$ cat src/cfdu_pkg.sv
// ----------------------------------------------------------------------------
// cfdu_pkg
// Types and constants shared by the frame deframer's front, queue and back.
// ----------------------------------------------------------------------------
package cfdu_pkg;

   // Frame geometry: command, value, four epoch bytes, two tick bytes, checksum.
   localparam int FRAME_BYTES = 9;
   // Bytes kept between beats; the ninth byte is the one arriving.
   localparam int HIST_BYTES  = FRAME_BYTES - 1;
   localparam int FILL_W      = 4;
   localparam int SLOTS_W     = 9;

   // Reset value of the request slot register.
   localparam logic [SLOTS_W-1:0] SLOTS_RESET = 9'd256;

   // Command codes recognised by the classifier.
   localparam logic [7:0] CMD_ADC   = 8'h48;
   localparam logic [7:0] CMD_CLOCK = 8'h50;

   // Message kinds reported on the result channel.
   localparam logic [1:0] KIND_ADC     = 2'd0;
   localparam logic [1:0] KIND_CLOCK   = 2'd1;
   localparam logic [1:0] KIND_BAD_ID  = 2'd2;
   localparam logic [1:0] KIND_UNKNOWN = 2'd3;

   // One decoded frame as it travels from the front to the back.
   typedef struct packed {
      logic [1:0]  msg_kind;
      logic [7:0]  cmd_code;
      logic [7:0]  payload_value;
      logic [31:0] epoch_count;
      logic [15:0] tick_count;
   } frame_type;

   // Fill state of the frame queue as seen by its neighbours.
   typedef struct packed {
      logic full;
      logic empty;
   } queue_status_type;

endpackage

$ cat src/cfdu_front.sv
// ----------------------------------------------------------------------------
// cfdu_front
// Byte window, checksum test and command classification. One byte per beat.
// ----------------------------------------------------------------------------
module cfdu_front
   import cfdu_pkg::*;
(
   input  logic                  clock,
   input  logic                  reset,
   input  logic                  req_valid,
   output logic                  req_stall,
   input  logic [7:0]            req_rx_byte,
   input  logic                  csr_valid,
   output logic                  csr_ready,
   input  logic [SLOTS_W-1:0]    csr_request_slots,
   input  queue_status_type      queue_status,
   output logic                  frame_push,
   output frame_type             frame_data
);

   logic [7:0]         hist_ff [HIST_BYTES];
   logic [7:0]         hist_in [HIST_BYTES];
   logic [FILL_W-1:0]  fill_ff;
   logic [FILL_W-1:0]  fill_in;
   logic [SLOTS_W-1:0] slots_ff;
   logic [SLOTS_W-1:0] slots_in;
   logic               accept;
   logic               window_full;
   logic [7:0]         sum;
   logic               match;

   // A byte is taken whenever the queue has room.
   assign req_stall = queue_status.full;
   assign accept    = req_valid && !queue_status.full;
   assign csr_ready = 1'b1;

   // The window is complete once eight bytes are held and the ninth arrives.
   assign window_full = (fill_ff == FILL_W'(HIST_BYTES));

   // Checksum over bytes 1 to 7, modulo 256.
   always_comb begin
      sum = 8'd0;
      for (int i = 1; i < HIST_BYTES; i++) begin
         sum = sum + hist_ff[i];
      end
   end

   assign match      = window_full && (sum == req_rx_byte);
   assign frame_push = accept && match;

   // Field extraction and command classification.
   always_comb begin
      frame_data.cmd_code      = hist_ff[0];
      frame_data.payload_value = hist_ff[1];
      frame_data.epoch_count   = {hist_ff[5], hist_ff[4], hist_ff[3], hist_ff[2]};
      frame_data.tick_count    = {hist_ff[7], hist_ff[6]};
      unique case (hist_ff[0])
         CMD_ADC: begin
            frame_data.msg_kind = KIND_ADC;
         end
         CMD_CLOCK: begin
            if ({1'b0, hist_ff[1]} >= slots_ff) begin
               frame_data.msg_kind = KIND_BAD_ID;
            end else begin
               frame_data.msg_kind = KIND_CLOCK;
            end
         end
         default: begin
            frame_data.msg_kind = KIND_UNKNOWN;
         end
      endcase
   end

   // Next window: the history shifts on every accepted beat. On a mismatch the
   // oldest byte falls out and eight stay; on a match the window empties.
   always_comb begin
      for (int i = 0; i < HIST_BYTES - 1; i++) begin
         hist_in[i] = accept ? hist_ff[i+1] : hist_ff[i];
      end
      hist_in[HIST_BYTES-1] = accept ? req_rx_byte : hist_ff[HIST_BYTES-1];

      fill_in = fill_ff;
      if (accept) begin
         if (window_full) begin
            fill_in = match ? '0 : fill_ff;
         end else begin
            fill_in = fill_ff + FILL_W'(1);
         end
      end

      slots_in = (csr_valid && csr_ready) ? csr_request_slots : slots_ff;
   end

   // Control state and the slot register.
   always_ff @(posedge clock) begin
      if (reset) begin
         fill_ff  <= '0;
         slots_ff <= SLOTS_RESET;
      end else begin
         fill_ff  <= fill_in;
         slots_ff <= slots_in;
      end
   end

   // Window bytes need no reset: only the held count is ever read.
   always_ff @(posedge clock) begin
      hist_ff <= hist_in;
   end

   // A frame is only ever produced from a full window.
   a_push_full: assert property (@(posedge clock) disable iff (reset)
      frame_push |-> window_full && !queue_status.full)
      else $error("frame pushed without a full window or with the queue full");

   // A completed frame empties the window.
   a_empty_after_frame: assert property (@(posedge clock) disable iff (reset)
      frame_push |=> fill_ff == '0)
      else $error("window not emptied after a frame");

   // The held count never passes eight.
   a_fill_bound: assert property (@(posedge clock) disable iff (reset)
      fill_ff <= FILL_W'(HIST_BYTES))
      else $error("window count out of range");

endmodule

$ cat src/cfdu_queue.sv
// ----------------------------------------------------------------------------
// cfdu_queue
// Short frame queue that decouples the byte front from the result back.
// ----------------------------------------------------------------------------
module cfdu_queue
   import cfdu_pkg::*;
#(
   parameter int DEPTH = 4
)
(
   input  logic             clock,
   input  logic             reset,
   input  logic             push,
   input  frame_type        push_data,
   input  logic             pop,
   output frame_type        pop_data,
   output queue_status_type status
);

   localparam int PTR_W = (DEPTH > 1) ? $clog2(DEPTH) : 1;
   localparam int CNT_W = $clog2(DEPTH + 1);

   frame_type        mem [DEPTH];
   logic [PTR_W-1:0] wr_ptr_ff;
   logic [PTR_W-1:0] wr_ptr_in;
   logic [PTR_W-1:0] rd_ptr_ff;
   logic [PTR_W-1:0] rd_ptr_in;
   logic [CNT_W-1:0] count_ff;
   logic [CNT_W-1:0] count_in;

   assign status.full  = (count_ff == CNT_W'(DEPTH));
   assign status.empty = (count_ff == '0);
   assign pop_data     = mem[rd_ptr_ff];

   // Pointer wrap and occupancy.
   always_comb begin
      wr_ptr_in = wr_ptr_ff;
      rd_ptr_in = rd_ptr_ff;
      count_in  = count_ff;
      if (push) begin
         wr_ptr_in = (wr_ptr_ff == PTR_W'(DEPTH - 1)) ? '0 : wr_ptr_ff + PTR_W'(1);
      end
      if (pop) begin
         rd_ptr_in = (rd_ptr_ff == PTR_W'(DEPTH - 1)) ? '0 : rd_ptr_ff + PTR_W'(1);
      end
      case ({push, pop})
         2'b10:   count_in = count_ff + CNT_W'(1);
         2'b01:   count_in = count_ff - CNT_W'(1);
         default: count_in = count_ff;
      endcase
   end

   always_ff @(posedge clock) begin
      if (reset) begin
         wr_ptr_ff <= '0;
         rd_ptr_ff <= '0;
         count_ff  <= '0;
      end else begin
         wr_ptr_ff <= wr_ptr_in;
         rd_ptr_ff <= rd_ptr_in;
         count_ff  <= count_in;
      end
   end

   // Storage is written on push; entries are only read once filled.
   always_ff @(posedge clock) begin
      if (push) begin
         mem[wr_ptr_ff] <= push_data;
      end
   end

   // Neither overflow nor underflow.
   a_no_overflow: assert property (@(posedge clock) disable iff (reset)
      !(push && status.full) && !(pop && status.empty))
      else $error("frame queue overflow or underflow");

   // Occupancy grows by one on a lone push.
   a_count_push: assert property (@(posedge clock) disable iff (reset)
      (push && !pop) |=> count_ff == $past(count_ff) + CNT_W'(1))
      else $error("frame queue count did not follow a push");

endmodule

$ cat src/cfdu_back.sv
// ----------------------------------------------------------------------------
// cfdu_back
// Result output register, refilled from the frame queue.
// ----------------------------------------------------------------------------
module cfdu_back
   import cfdu_pkg::*;
(
   input  logic             clock,
   input  logic             reset,
   input  queue_status_type queue_status,
   input  frame_type        queue_data,
   output logic             queue_pop,
   output logic             rsp_valid,
   input  logic             rsp_stall,
   output logic [1:0]       rsp_msg_kind,
   output logic [7:0]       rsp_cmd_code,
   output logic [7:0]       rsp_payload_value,
   output logic [31:0]      rsp_epoch_count,
   output logic [15:0]      rsp_tick_count
);

   logic      rsp_valid_ff;
   logic      rsp_valid_in;
   frame_type rsp_data_ff;
   logic      load;

   // The register takes a new frame when it is empty or its beat is taken.
   assign load         = !rsp_valid_ff || !rsp_stall;
   assign queue_pop    = load && !queue_status.empty;
   assign rsp_valid_in = load ? !queue_status.empty : rsp_valid_ff;

   always_ff @(posedge clock) begin
      if (reset) begin
         rsp_valid_ff <= 1'b0;
      end else begin
         rsp_valid_ff <= rsp_valid_in;
      end
   end

   always_ff @(posedge clock) begin
      if (queue_pop) begin
         rsp_data_ff <= queue_data;
      end
   end

   assign rsp_valid         = rsp_valid_ff;
   assign rsp_msg_kind      = rsp_data_ff.msg_kind;
   assign rsp_cmd_code      = rsp_data_ff.cmd_code;
   assign rsp_payload_value = rsp_data_ff.payload_value;
   assign rsp_epoch_count   = rsp_data_ff.epoch_count;
   assign rsp_tick_count    = rsp_data_ff.tick_count;

endmodule

$ cat src/checksummed_frame_deframer_unit.sv
// ----------------------------------------------------------------------------
// checksummed_frame_deframer_unit
// Finds checksummed nine-byte frames in a serial byte stream and decodes them.
// ----------------------------------------------------------------------------
// Usage:
//   req_*  : one received byte per beat (req_valid / req_stall).
//   rsp_*  : one decoded frame per beat (rsp_valid / rsp_stall): kind,
//            command, value, little-endian epoch and ticks.
//   csr_*  : write of the request slot count; csr_ready is always high.
//            Write it only while no frame is in flight.
//   A byte is taken every cycle while the frame queue has room. The frame
//   completed by a byte is found by the front combinationally, pushed into
//   the frame queue as that byte is taken and then loaded into the back's
//   output register, which drives rsp. Throughput is one byte per cycle
//   while the queue has room; a frame needs nine bytes. When rsp_stall is
//   held, frames collect in a queue of QUEUE_DEPTH entries plus the output
//   register; once the queue is full req_stall rises.
//   Reset empties the window and the queue and sets the slot count to 256.
// ----------------------------------------------------------------------------
module checksummed_frame_deframer_unit
   import cfdu_pkg::*;
#(
   parameter int QUEUE_DEPTH = 4
)
(
   input  logic               clock,
   input  logic               reset,
   input  logic               req_valid,
   output logic               req_stall,
   input  logic [7:0]         req_rx_byte,
   input  logic               csr_valid,
   output logic               csr_ready,
   input  logic [SLOTS_W-1:0] csr_request_slots,
   output logic               rsp_valid,
   input  logic               rsp_stall,
   output logic [1:0]         rsp_msg_kind,
   output logic [7:0]         rsp_cmd_code,
   output logic [7:0]         rsp_payload_value,
   output logic [31:0]        rsp_epoch_count,
   output logic [15:0]        rsp_tick_count
);

   queue_status_type queue_status;
   logic             frame_push;
   frame_type        frame_data;
   logic             queue_pop;
   frame_type        queue_data;

   // Byte window, checksum and classification.
   cfdu_front u_front (
      .clock             (clock),
      .reset             (reset),
      .req_valid         (req_valid),
      .req_stall         (req_stall),
      .req_rx_byte       (req_rx_byte),
      .csr_valid         (csr_valid),
      .csr_ready         (csr_ready),
      .csr_request_slots (csr_request_slots),
      .queue_status      (queue_status),
      .frame_push        (frame_push),
      .frame_data        (frame_data)
   );

   // Decoupling queue.
   cfdu_queue #(
      .DEPTH (QUEUE_DEPTH)
   ) u_queue (
      .clock     (clock),
      .reset     (reset),
      .push      (frame_push),
      .push_data (frame_data),
      .pop       (queue_pop),
      .pop_data  (queue_data),
      .status    (queue_status)
   );

   // Result output register.
   cfdu_back u_back (
      .clock             (clock),
      .reset             (reset),
      .queue_status      (queue_status),
      .queue_data        (queue_data),
      .queue_pop         (queue_pop),
      .rsp_valid         (rsp_valid),
      .rsp_stall         (rsp_stall),
      .rsp_msg_kind      (rsp_msg_kind),
      .rsp_cmd_code      (rsp_cmd_code),
      .rsp_payload_value (rsp_payload_value),
      .rsp_epoch_count   (rsp_epoch_count),
      .rsp_tick_count    (rsp_tick_count)
   );

endmodule

$ cat config.mk
export PLATFORM = sky130hd
export DESIGN_NAME = checksummed_frame_deframer_unit
export DESIGN_NICKNAME = d
export VERILOG_FILES = /design/src/cfdu_pkg.sv /design/src/cfdu_front.sv /design/src/cfdu_queue.sv /design/src/cfdu_back.sv /design/src/checksummed_frame_deframer_unit.sv
export SDC_FILE = /design/constraint.sdc
export NUM_CORES = 1
export LEC_CHECK = 0
export BUFFER_PORTS_ARGS = -buffer_cell sky130_fd_sc_hd__buf_2
export CORE_ASPECT_RATIO = 1.75
export CORE_UTILIZATION = 63
export CTS_BUF_LIST = sky130_fd_sc_hd__clkbuf_8
export CTS_CLUSTER_DIAMETER = 200
export DETAILED_ROUTE_END_ITERATION = 16
export GPL_ROUTABILITY_DRIVEN = 0
export PLACE_DENSITY = 0.82
export SYNTH_ARGS = -nofsm -noshare
export SYNTH_HDL_FRONTEND = slang
export SYNTH_SLANG_ARGS = --single-unit
$ cat constraint.sdc
create_clock -name clock -period 7.33 [get_ports clock]
set_clock_uncertainty 0.05 [all_clocks]
set_input_delay 0.3665 -clock clock [delete_from_list [all_inputs] [get_ports clock]]
set_output_delay 0.3665 -clock clock [all_outputs]
set_load 0.01 [all_outputs]
==> impl_metrics.ini <==
[outcome]
outcome = finished, final reports clean

[setup_path]
criticalPathCategory = flip-flop to flip-flop
cp-end-kind = flip-flop
path_depth = 14
arrival_ps = 6480
crit_required_ps = 7560
path_max_fanout = 19
slowest_stage = and2_2
reg2regPathDepth = 14
startpoint = u_front.frame_data[2]$_DFFE_PP_
worst-path-buf-inv = 3
r2r-start = u_front.frame_data[2]$_DFFE_PP_
rrSetupSlack_ps = 1080
cp-endpoint = u_queue.mem[1][39]$_DFFE_PP_
critPathMaxStageDelay_ps = 660
regToRegEndpoint = u_queue.mem[1][39]$_DFFE_PP_
critPathMostFrequentCell = fa_1
crit_chain = fa_1 > inv_1 > fa_1 > fa_1 > inv_1 > fa_1 > ha_1 > a211oi_2 > nor3b_1 > a2111oi_1 > or2b_1 > nor4_1 > and2_2 > buf_4
critPathLaunchType = flip-flop
critPathTopFamily = adder cells

[floorplanning]
dieWidth_um = 122
core_area_um2 = 24700
fp-row-count = 76
die_h_um = 212
io-pin-count = 91
die-area_um2 = 25900
initial_core_util = 0.644

[hold_path]
hp-class = primary input to flip-flop

[power_and_ir_drop]
p_per_area_nw_per_um2 = 443
vdd_drop_max_mv = 0.734
power_mw = 7.98
p_leak_nw = 6.19

[clock_tree]
cts-hold-fix-buffers = 17
cts.repair.resized = 0
ctsHtreeMaxLevel = 2
path_clk_slew_ps = 70
cts_max_path_buffers = 3
postCtsSetupRepairBufs = 0
cts-root-buf = clkbuf_8
numCtsBuffers = 52
clock_latency_ps = 610
cts.sinks = 415
cts_tree = yes

[routing]
dr_total_vias = 7286
drtPass1Iterations = 5
wl_um = 27900
drt_iter0_drc = 513
routed_via_density = 5.84
detail-route-antenna-nets = 0
drc = 0
wire_per_inst_um = 22.3

[global_routing]
track_usage = 0.232
grt_pass1_wl_um = 43200
grt.overflow.total = 0
antenna_found_initial = 0
grt_max_degree = 70
grt_pass1_vias = 7907

[finish]
nets = 978
n_antenna_cell = 0
seq_area_um2 = 12300
final_layout_size_suffix_gt1_frac = 0.274
syn_to_final_growth_pct = 13.1
multi_input_area_um2 = 3380
finalInstanceArea_um2 = 18000
fillers = 1422

[sta]
min_period_ps = 6250
rsz0062_at_grt = false
timing.hold.ws_ps = 47.0
tns_ps = 0
final-setup-viol-count = 0
setup_slack_ps = 1080
max_freq_mhz = 160
slew_violations = 0
maxSlewHeadroom = 0.373
hold_viol = 0
worst_pin_slew_ps = 941
post-route-period-util = 0.853

[synth]
synthTopCellsByCount = edfxtp_1 (394), mux4_2 (66), inv_1 (57)
synth-main-ff-cell = edfxtp_1
synth-edff-count = 394
syn_inst = 742
syn_area_um2 = 15900
synth_warnings = 0
yosysMostFrequentCell = edfxtp_1
synth.top_cell.area_share = 0.744
yosysUniqueCellTypes = 47
ys_ff_latch = 415
synth_top_area_cell = edfxtp_1
syn_area_per_cell_um2 = 21.4
async_reset_ff_frac = 0
synth_nets = 822
synthTopCellsByArea = edfxtp_1 (74%), mux4_2 (9.3%), fa_1 (4.2%), dfxtp_1 (2.6%), ha_1 (2.0%)
yosysSeqAreaShare = 0.770

[placement]
hpwl_um = 17700
portBuffers = 89
dpl-instance-area_um2 = 16800
dp_worst_setup_slack_ps = 1150

[run]
drv_cap = 0
-- power breakdown --
group / internal [mW] / total, mW / switching, mW
sequential: 3.10 / 3.36 / 0.264
clock: 0.782 / 1.57 / 0.793
combinational: 1.34 / 3.04 / 1.70
total: 5.22 / 7.98 / 2.75
-- worst min-delay path by stage --
stage | from | endpoint | slack [ps] | depth (start not counted)
6_report | rsp_stall | u_back.rsp_valid$_SDFFE_PP0P_ | 50 | 3
5_1_grt | rsp_stall | u_back.rsp_valid$_SDFFE_PP0P_ | 40 | 3
4_1_cts | rsp_stall | u_back.rsp_valid$_SDFFE_PP0P_ | 20 | 3
3_5_place_dp | u_front.slots_ff[3]$_SDFFE_PP0P_ | u_front.slots_ff[3]$_SDFFE_PP0P_ | 430 | 2
3_3_place_gp | u_front.fill_ff[2]$_SDFFE_PP0P_ | u_front.fill_ff[2]$_SDFFE_PP0P_ | 410 | 2
2_1_floorplan | reset | u_front.fill_ff[3]$_SDFFE_PP0P_ | 390 | 1
-- layout make-up --
cell class	instances	share of cell area
well taps	312	0.0217
repair buffers	121	0.0426
clock buffers	53	0.0405
flip-flops and latches	415	0.681
clock inverters	39	0.0140
multi-input cells	251	0.188
inverters	57	0.0120
-- cells in the final DEF, fill, tap and decap left out, types with 4 or more instances in the layout --
master / Yosys / final
dlygate4sd3_1: 0 / 17
mux2i_1: 13 / 13
edfxtp_1: 394 / 394
nor2_1: 18 / 18
xnor2_1: 12 / 12
ha_1: 25 / 25
inv_1: 57 / 62
clkbuf_8: 0 / 53
buf_4: 1 / 12
dfxtp_1: 21 / 19
mux4_2: 66 / 66
o21ai_0: 4 / 4
fa_1: 33 / 33
and2_2: 0 / 4
clkinv_1: 0 / 16
xor2_1: 4 / 4
nand2_1: 10 / 10
nor3_1: 5 / 5
a21oi_1: 13 / 12
buf_2: 2 / 89
a21o_1: 5 / 5
clkinv_2: 0 / 12
-- state kept, by name, indices dropped and copies added, names as in the netlist --
name	cells
u_queue.mem	264
u_front.frame_data	64
u_back.rsp_epoch_count	32
u_back.rsp_tick_count	16
u_front.slots_ff	9
u_back.rsp_cmd_code	8
u_back.rsp_payload_value	8
u_front.fill_ff	4
u_queue.count_ff	3
u_back.rsp_msg_kind	2
u_queue.rd_ptr_ff	2
u_queue.wr_ptr_ff	2
u_back.rsp_valid	1
-- logic make-up (layout without fill, tap and decap cells) --
group / Yosys count / count (layout) / share of synthesized area
DFF: 415 / 415 / 0.770
muxes: 80 / 80 / 0.102
AOI/OAI and AO/OA: 34 / 34 / 0.0138
other: 1 / 1 / 0.000236
buffers and inverters: 76 / 270 / 0.0183
and+or+nand+nor: 57 / 57 / 0.0190
adders and majority gates: 58 / 58 / 0.0612
xor gates and xnor gates: 21 / 21 / 0.0151
-- tightest hold or removal path, stage by stage --
cell	delay, ps
buf_2	120
nand2_1	80
a21oi_1	70
-- layer usage --
layer / GRT usage / vias to the layer above / wire length, um
met3: 0.0394 / 67 / 1360
li1: - / 3211 / -
met4: 0.115 / 0 / 1000
met1: 0.287 / 3755 / 10200
met5: 0 / - / 0
met2: 0.395 / 253 / 15200
-- metrics by stage --
step           cells   util
6_report        1248  0.728
5_1_grt         1248  0.728
4_1_cts         1248  0.728
3_5_place_dp    1139  0.681
3_3_place_gp    1139  0.681
2_1_floorplan    742      -
No activity file was read; power rests on OpenSTA's default activity.
